`config.mk`:
```
export PLATFORM = sky130hd
export DESIGN_NAME = palm_cell
export DESIGN_NICKNAME = d
export VERILOG_FILES = /design/src/hw/rtl/palm_pkg.sv /design/src/hw/rtl/palm_cell.sv
export SDC_FILE = /design/constraint.sdc
export NUM_CORES = 1
export LEC_CHECK = 0
export BUFFER_PORTS_ARGS = -buffer_cell sky130_fd_sc_hd__buf_2
export CAP_MARGIN = 0
export CELL_PAD_IN_SITES_DETAIL_PLACEMENT = 0
export CELL_PAD_IN_SITES_GLOBAL_PLACEMENT = 2
export CORE_UTILIZATION = 30
export CTS_BUF_LIST = sky130_fd_sc_hd__clkbuf_4 sky130_fd_sc_hd__clkbuf_8
export DETAILED_ROUTE_END_ITERATION = 8
export HOLD_SLACK_MARGIN = 0.15
export PLACE_DENSITY_LB_ADDON = 0.1
export SETUP_SLACK_MARGIN = 0.02
export SLEW_MARGIN = 20
export SYNTH_ARGS = -nofsm -noshare
export SYNTH_HDL_FRONTEND = slang
export SYNTH_SLANG_ARGS = --single-unit
```
`constraint.sdc`:
```
create_clock -name clk -period 2.2 [get_ports clk]
set_input_delay 0.33 -clock clk [delete_from_list [all_inputs] [get_ports clk]]
set_output_delay 0.33 -clock clk [all_outputs]
set_load 0.05 [all_outputs]
```
`src/hw/rtl/palm_pkg.sv`:
```
// shared types and constants for polyline arc length match
// no dependencies
package palm_pkg;
	localparam int MAX_POINTS = 64;
	localparam int IDX_W = $clog2(MAX_POINTS);
	localparam int CNT_W = $clog2(MAX_POINTS + 1);
	localparam logic FUNC_APPEND = 1'b0;
	localparam logic FUNC_QUERY = 1'b1;
	localparam logic [1:0] ST_OK = 2'd0;
	localparam logic [1:0] ST_EMPTY = 2'd1;
	localparam logic [1:0] ST_DROP = 2'd2;
	localparam int IN_W = 104;
	localparam int OUT_W = 40;
	localparam logic [40:0] PROJ_LIMIT = 41'h100_0000_0000;

	// one stored path point
	typedef struct packed {
		logic signed [31:0] x;
		logic signed [31:0] y;
		logic signed [31:0] s;
	} point_t;

	// control from the sequencer to the cell row
	typedef struct packed {
		logic clear;
		logic load;
		logic shift;
	} row_ctl_t;
endpackage

```
`src/hw/rtl/palm_cell.sv`:
```
// one point cell of the path row: holds a point and rotates it to its neighbor
// depends on palm_pkg
module palm_cell (
	input  logic             clk,
	input  logic             arst_n,
	input  palm_pkg::row_ctl_t ctl,
	input  palm_pkg::point_t prev_pt,
	input  logic             prev_vld,
	output palm_pkg::point_t pt,
	output logic             vld
);
	import palm_pkg::*;
	point_t pt_q;
	logic   vld_q;

	always_ff @(posedge clk or negedge arst_n) begin
		if (!arst_n) begin
			vld_q <= 1'b0;
		end else if (ctl.clear) begin
			vld_q <= 1'b0;
		end else if (ctl.shift || ctl.load) begin
			vld_q <= prev_vld;
		end
	end

	always_ff @(posedge clk) begin
		if (ctl.shift || ctl.load) begin
			pt_q <= prev_pt;
		end
	end

	assign pt = pt_q;
	assign vld = vld_q;
endmodule

```
==> flow_metrics.tcl <==
set metrics [dict create \
    status "finished, final reports clean" \
    synth_top_area_cell "edfxtp_1" \
    synth_edf_count 96 \
    wl_um 7140 \
    synth_area_per_cell_sq_um 29.0 \
    num_io_pins 199 \
    synth_most_common_cell "edfxtp_1" \
    clk_latency_ns 0.34 \
    stdcell_area_sq_um 5330 \
    htreeDepth 3 \
    layout-area-overhead-vs-synth_pct 81.6 \
    place_area_sq_um 4130 \
    fmax_ghz 0.774 \
    worst_ep_arrival_time_ns 0.96 \
    portBuffers 198 \
    gp_congestion 0.695 \
    pwr_density_cell_nw_per_um2 845 \
    crit_fanout 1 \
    cts_resized 0 \
    clockBufferDepth 2 \
    startpoint_type "flip-flop" \
    finClkSkew_ns 0 \
    timing.max_cap.violations 0 \
    cts_buffers 9 \
    yosysUniqueCellTypes 6 \
    grt_pass1_wl_um 10500 \
    ys.flop_type "edfxtp_1" \
    drc 0 \
    wl_per_cell_um 13.1 \
    die_y_um 101 \
    antenna_found_initial 0 \
    hold_ws_ns 0.266 \
    synth_compound_area_share_pct 0.341 \
    required_ns 1.87 \
    slowest_stage "edfxtp_1" \
    post_cts_buffers 0 \
    diodes 0 \
    critPathKind "reg2out" \
    drt_iter0_markers 53 \
    grt_pass1_vias 2260 \
    via_count 2177 \
    cp_top_family "flip-flops" \
    yosys-top-cells-area "edfxtp_1 98%, dfrtp_1 0.85%, or3b_1 0.30%" \
    clock_tree.root_cell "clkbuf_8" \
    dieArea_sq_um 10200 \
    critical_path_buf_inv_count 1 \
    final_net_count 512 \
    rsz0062_at_grt "no" \
    grt-ovfl-total 0 \
    grt_max_degree 44 \
    synth_fa_ha_area_share_pct 0 \
    cts_tree "built" \
    drive_gt1_share_pct 51.8 \
    yosysWarnings 0 \
    fp-row-count 35 \
    track_usage_pct 14.1 \
    tightest_slew_ns 0.376 \
    end_kind "output pin" \
    chipWidth_um 101 \
    fillers 809 \
    synth_fp_nets 203 \
    hold_violations 0 \
    worst_path_largest_cell_delay_ns 0.35 \
    first_pass_iters 3 \
    synthCells 101 \
    clk_pin_slew_worst_paths_ns 0.09 \
    fin_util_pct 56.8 \
    via_per_inst 4.00 \
    ant_nets 0 \
    core_sq_um 9370 \
    p_leak_nw 2.32 \
    ys_async_sr_fraction_pct 1.03 \
    synth-simple-area-share_pct 0.512 \
    synth_top_family_by_area "simple AND/OR/NAND/NOR gates" \
    irDropWorstVdd_v 0.000607 \
    start_util_pct 31.3 \
    finalCritPeriodShare_pct 58.7 \
    cts_sinks 97 \
    synth_xor_area_share_pct 0 \
    setup_viol 0 \
    hold_path.class "in2reg" \
    synth_seq_cells 97 \
    fin_tns_setup_ns 0 \
    syn_area_sq_um 2930 \
    synth_seq_area_share_pct 99.1 \
    muxShareOfSynthArea_pct 0 \
    slew_viol_final 0 \
    synth_top_cell_area_share_pct 98.3 \
    fin_crit_ns 1.29 \
    crit_chain "buf_2" \
    maxSlewHeadroom_pct 74.9 \
]
[routing by layer]
| metal | vias up | track usage (%) | part of all wire, % | wire length, um |
|---|---|---|---|---|
| met3 | 17 | 5.34 | 9.1 | 647 |
| met5 | - | 0 | 0 | 0 |
| met4 | 0 | 6.80 | 3.0 | 211 |
| met2 | 122 | 26.4 | 52 | 3740 |
| met1 | 1014 | 13.5 | 36 | 2540 |
| li1 | 1024 | - | - | - |
[metrics by stage]
step / setup slack, ns / cells / power, mW
3_3_place_gp: 0.773 / 430 / 3.18
3_5_place_dp: 0.766 / 430 / 3.19
5_1_grt: 0.839 / 544 / 4.67
4_1_cts: 0.882 / 543 / 4.56
6_report: 0.909 / 544 / 4.50
2_1_floorplan: 0.252 / 101 / 2.93
[logic make-up (layout without fill, tap and decap cells)]
family / count (synthesis) / count (layout)
flip-flops: 97 / 97
buffers and inverters: 0 / 314
AND/OR/NAND/NOR: 2 / 2
AO/OA/AOI/OAI: 2 / 2
[layout by cell type (no fill, tap or decap)]
cell type and instances:
a21oi_1 1, inv_6 1, dlygate4sd3_1 98, dfrtp_1 1, or2_4 1, buf_2 198
bufinv_16 2, o21ai_0 1, clkinv_4 2, edfxtp_1 96, clkinv_1 2, clkbuf_8 9
buf_12 2, or3b_1 1
[power breakdown]
group          switching [mW]  total [mW]  internal, mW
combinational           0.736        1.03         0.292
clock                   0.581        1.22         0.641
sequential             0.0362        2.25          2.21
[sequential cells by signal, summed over array words and instances (netlist names)]
name and cells:
vld 1, pt 96
[area by class of cell]
| class | instances | area (sq um) | share of cell area (%) |
|---|---|---|---|
| tap | 129 | 161 | 3.03 |
| clock inverter | 7 | 93.8 | 1.76 |
| sequential | 97 | 2910 | 54.6 |
| multi-input combinational | 4 | 27.5 | 0.517 |
| timing repair buffer | 298 | 2010 | 37.8 |
| clock buffer | 9 | 124 | 2.33 |
[final timing paths]
check,end,slack (ns),cells past startpoint,start
setup / recovery,pt[53],0.91,1,pt[53]$_DFFE_PP_
hold / removal,vld$_DFFE_PN0P_,0.27,3,prev_vld
setup reg to reg,vld$_DFFE_PN0P_,1.28,2,vld$_DFFE_PN0P_
hold reg to reg,vld$_DFFE_PN0P_,0.64,2,vld$_DFFE_PN0P_
max in group asynchronous,vld$_DFFE_PN0P_,1.82,2,arst_n
min in group asynchronous,vld$_DFFE_PN0P_,0.29,2,arst_n
[timing repair]
item | in CTS | in global routing
endpoints found under the hold margin | 97 | 1
endpoints found under the setup margin | 0 | 0
hold buffers | 97 | 1
No activity file was read; power rests on OpenSTA's default activity.
