[config.mk]
export PLATFORM = sky130hd
export DESIGN_NAME = palm_divsqrt
export DESIGN_NICKNAME = d
export VERILOG_FILES = /design/src/hw/rtl/palm_pkg.sv /design/src/hw/rtl/palm_divsqrt.sv
export SDC_FILE = /design/constraint.sdc
export NUM_CORES = 2
export LEC_CHECK = 0
export ABC_AREA = 0
export BUFFER_PORTS_ARGS = -buffer_cell sky130_fd_sc_hd__buf_2
export CAP_MARGIN = 20
export CELL_PAD_IN_SITES_DETAIL_PLACEMENT = 0
export CELL_PAD_IN_SITES_GLOBAL_PLACEMENT = 1
export CORE_MARGIN = 5
export CORE_UTILIZATION = 40
export CTS_BUF_LIST = sky130_fd_sc_hd__clkbuf_16
export CTS_CLUSTER_SIZE = 28
export DETAILED_ROUTE_END_ITERATION = 10
export PLACE_DENSITY_LB_ADDON = 0.1
export SLEW_MARGIN = 20
export SYNTH_ARGS = -nofsm -noshare
export SYNTH_HDL_FRONTEND = slang
export SYNTH_SLANG_ARGS = --single-unit
[constraint.sdc]
create_clock -name clk -period 35.5 [get_ports clk]
set_clock_uncertainty 0.05 [all_clocks]
set_input_delay 7.1 -clock clk [delete_from_list [all_inputs] [get_ports clk]]
set_output_delay 7.1 -clock clk [all_outputs]
set_load 0.1 [all_outputs]
[src/hw/rtl/palm_pkg.sv]
// shared types and constants for polyline arc length match
// no dependencies
package palm_pkg;
	localparam int MAX_POINTS = 64;
	localparam int IDX_W = $clog2(MAX_POINTS);
	localparam int CNT_W = $clog2(MAX_POINTS + 1);
	localparam logic FUNC_APPEND = 1'b0;
	localparam logic FUNC_QUERY = 1'b1;
	localparam logic [1:0] ST_OK = 2'd0;
	localparam logic [1:0] ST_EMPTY = 2'd1;
	localparam logic [1:0] ST_DROP = 2'd2;
	localparam int IN_W = 104;
	localparam int OUT_W = 40;
	localparam logic [40:0] PROJ_LIMIT = 41'h100_0000_0000;

	// one stored path point
	typedef struct packed {
		logic signed [31:0] x;
		logic signed [31:0] y;
		logic signed [31:0] s;
	} point_t;

	// control from the sequencer to the cell row
	typedef struct packed {
		logic clear;
		logic load;
		logic shift;
	} row_ctl_t;
endpackage

[src/hw/rtl/palm_divsqrt.sv]
// bit-serial square root and restoring divider for the projection
// depends on palm_pkg
module palm_divsqrt (
	input  logic         clk,
	input  logic         arst_n,
	input  logic         start,
	input  logic [64:0]  l2,
	input  logic [65:0]  dot,
	output logic         done,
	output logic [40:0]  quo
);
	import palm_pkg::*;
	localparam logic [1:0] PH_IDLE = 2'd0;
	localparam logic [1:0] PH_SQRT = 2'd1;
	localparam logic [1:0] PH_DIV = 2'd2;
	localparam logic [1:0] PH_DONE = 2'd3;

	logic [1:0]  ph_q;
	logic [6:0]  bit_q;
	logic [34:0] root_q;
	logic [64:0] l2_q;
	logic [65:0] dot_q;
	logic [66:0] rem_q;
	logic [40:0] quo_q;
	logic [34:0] cand;
	logic [69:0] csq;
	logic [66:0] rem_sh;
	logic [40:0] quo_sh;

	assign cand = root_q | (35'd1 << bit_q[5:0]);
	assign csq = cand * cand;
	assign rem_sh = {rem_q[65:0], dot_q[7'd65 - bit_q]};
	assign quo_sh = (quo_q < PROJ_LIMIT) ? {quo_q[39:0], 1'b0} : quo_q;

	always_ff @(posedge clk or negedge arst_n) begin
		if (!arst_n) begin
			ph_q <= PH_IDLE;
		end else begin
			unique case (ph_q)
				PH_IDLE: begin
					if (start) begin
						ph_q <= PH_SQRT;
						bit_q <= 7'd34;
						root_q <= '0;
						l2_q <= l2;
						dot_q <= dot;
					end
				end
				PH_SQRT: begin
					if ({5'd0, l2_q} >= csq) root_q <= cand;
					if (bit_q == 7'd0) begin
						ph_q <= PH_DIV;
						bit_q <= 7'd0;
						rem_q <= '0;
						quo_q <= '0;
					end else begin
						bit_q <= bit_q - 7'd1;
					end
				end
				PH_DIV: begin
					// dividend bits above 65 are zero, so scan 66 bits
					if (root_q == '0) begin
						quo_q <= '0;
						ph_q <= PH_DONE;
					end else begin
						if (rem_sh >= {32'd0, root_q}) begin
							rem_q <= rem_sh - {32'd0, root_q};
							quo_q <= quo_sh | 41'd1;
						end else begin
							rem_q <= rem_sh;
							quo_q <= quo_sh;
						end
						if (bit_q == 7'd65) ph_q <= PH_DONE;
						else bit_q <= bit_q + 7'd1;
					end
				end
				PH_DONE: ph_q <= PH_IDLE;
				default: ph_q <= PH_IDLE;
			endcase
		end
	end

	assign done = (ph_q == PH_DONE);
	assign quo = (quo_q > PROJ_LIMIT) ? PROJ_LIMIT : quo_q;
endmodule

==> metrics <==
mux contribution to synthesized area roughly 1.1%; largest net degree at the start of global routing around 70; status completed; compound-gate portion of the synthesized area roughly 6.8%; number of cells produced by synthesis approximately 5200; Clock Latency Late Sink around 0.60 ns; nets between 6000 and 7000; fin. max-slew vios 0; Hold Vio Cnt, Final 0; library cells used by synthesis 78; Post-Synth Simple-Gate Area between 10% and 20%; max-cap check violation count 0; Synth Area in Adders between 50% and 60%; DRT Pass-1 Iters 7; TritonCTS Sinks 282; row cnt approximately 130; final setup vio count 0; Layout area overhead 8.551%; Post-Syn Nets around 6700; via count roughly 36000; top_reg_cell synth edfxtp_1; DP Worst Slack ~21 ns; share of layout cells above drive strength 1 7.391%; DRC Markers 0; xor/xnor share of the synthesized area around 2.2%; EDFF count, synth 280; initial DRC count approximately 2200; Vert. Die Dim about 360 µm; first-pass GRT wire length between 200000 and 300000 µm; Clock Path Buffers 3; largest family of logic cells by synthesized area adder cells; postcts setup bufs 0; WS Path Type reg2reg; Mapped Area roughly 50000 µm²; GRT Overall Usage approximately 26%; peak fanout along the critical path 35; Final Cycle Share 40.07%; Core ar. ~120000 µm²; yosys warns 0; maximum clock frequency about 0.07 GHz; root buffer cell clkbuf_16; grt total ovfl 0; Die W between 300 and 400 µm; final-layout fill cell count 12230; Finished Core Util about 44%; post-CTS resize count 0; DP HPWL 128500 µm; RSZ-0062 raised after global routing no; WL/cell ~24 µm; setup TNS after final layout 0 ns; Least-Margin Pin Slew 1.037 ns; initial antenna violation count 4; Hold Crit Class reg2reg; clock-pin transition on the worst setup and hold timing paths approximately 0.06 ns; Hold-fix buffers, CTS 0; htree depth 2; Final min period about 14 ns; Final Non-Filler Cells 6929; Ports ~180; FFs w/ async S/R, synth less than 1%; sequential-to-total area share from yosys stat 16.93%; Critical Path End Type flip-flop; Routed Wire Length ~160000 µm; Starting Density a little over 40%; CP max stage cell edfxtp_1; vias in the first global route ~39000; WP data required approximately 36 ns; CTS tree yes; GPL Wtd Cong between 0.8 and 0.9; post-synthesis register bit count around 280; Post-Place Cells roughly 6900; via density per instance between 5 and 6; full die area between 100000 and 150000 µm²; Antenna Violating Nets Remaining 0; WP data arrival between 10 and 15 ns; crit start category flip-flop; CTS buffer count 36; cell repeated most along the worst path fa_1; PortBufs roughly 180; worst setup margin 21.28 ns; Worst slew margin 30.77%; CP max stage delay slightly above 1 ns; Syn Area/Cell 9.694 µm²
final timing paths:
path | start | end | slack [ns] | depth (start not counted)
worst max-delay path | bit_q[1] | root_q[27] | 21.28 | 42
worst min-delay path | quo_q[36] | quo_q[37] | 0.53 | 1
worst max register to register | bit_q[1] | root_q[27] | 21.28 | 42
worst min register to register | quo_q[36] | quo_q[37] | 0.53 | 1
max in group asynchronous | arst_n | ph_q[0] | 28.94 | 1
min in group asynchronous | arst_n | ph_q[1] | 6.29 | 1
per-layer routing:
layer / vias to the layer above / global-route usage (%) / share of wire [%]
met4: 2 / 6.664 / 2.9
met1: 18180 / 35.88 / 44
met5: - / 0 / 0.0055
li1: 16160 / - / -
met3: 237 / 5.811 / 7.9
met2: 1121 / 40.27 / 45
stage by stage:
stage | hold slack (ns) | area (µm²)
after global placement | 0.5067 | 53010
after global routing | 0.5574 | 54240
after CTS | 0.5296 | 54230
after detailed placement | 0.5132 | 53020
final | 0.5253 | 54240
after floorplan | 0.4827 | 49970
cell usage in the layout (no fill, tap or decap), drive strengths merged, types with 70 or more instances in the layout:
cell type and count:
inv 1308, fa 998, nand2 490, ha 402, nor2 395, edfxtp 280
buf 257, a21oi 200, and2 111, o21ai 84, xnor2 70
cells in the mapped netlist (all sizes together), types with 15 or more instances:
cell | n | share of area, %
and2 | 111 | 1.4
buf | 21 | 0.18
nor2 | 395 | 3.0
nand2b | 16 | 0.20
clkbuf | 166 | 1.2
ha | 402 | 10
nand3 | 44 | 0.44
inv | 1304 | 9.8
o31ai | 19 | 0.29
nor2b | 32 | 0.40
or4 | 19 | 0.29
a21oi | 200 | 2.0
xnor2 | 70 | 1.2
edfxtp | 280 | 17
a21o | 63 | 0.95
nand4 | 48 | 0.60
nand2 | 490 | 3.7
xor2 | 54 | 0.95
nor4 | 37 | 0.51
a211oi | 23 | 0.35
mux4 | 21 | 0.95
o21ai | 84 | 0.84
a31oi | 24 | 0.30
and3 | 15 | 0.19
o21bai | 21 | 0.32
nor3 | 35 | 0.35
fa | 998 | 40
o21a | 16 | 0.24
sequential cells by signal, indices dropped and copies added, names as in the netlist:
signal  count
dot_q      66
rem_q      66
l2_q       65
root_q     35
ph_q        2
quo_q      41
bit_q       7
worst max-delay path: cells and delay by family (launching register included):
family          cells  cell delay [ns]
fa+ha+maj          11             5.02
buf+inv             8             2.11
compound gates     11             3.24
flops               1             1.01
mux                 1             0.19
xor+xnor            1             0.17
simple gates       10             1.93
cell type report:
cell class / instances / area [µm²] / share of cell area, %
diodes: 2 / 5.005 / 0.009227
clock buffers: 36 / 900.9 / 1.661
clock inverters: 29 / 307.8 / 0.5674
inverters: 1311 / 4921 / 9.072
multi-input cells: 3375 / 36110 / 66.57
flip-flops and latches: 282 / 8458 / 15.59
well taps: 1637 / 2048 / 3.776
repair buffers: 257 / 1495 / 2.756
cells by family after synthesis:
logic type / count (synthesis)
xor+xnor: 124
mux: 30
flops: 282
fa+ha+maj: 1400
simple gates: 1282
buf+inv: 1498
compound gates: 539
Power is not shown: default switching activity piles up to over one toggle a cycle in this logic, so the estimate is an artifact.
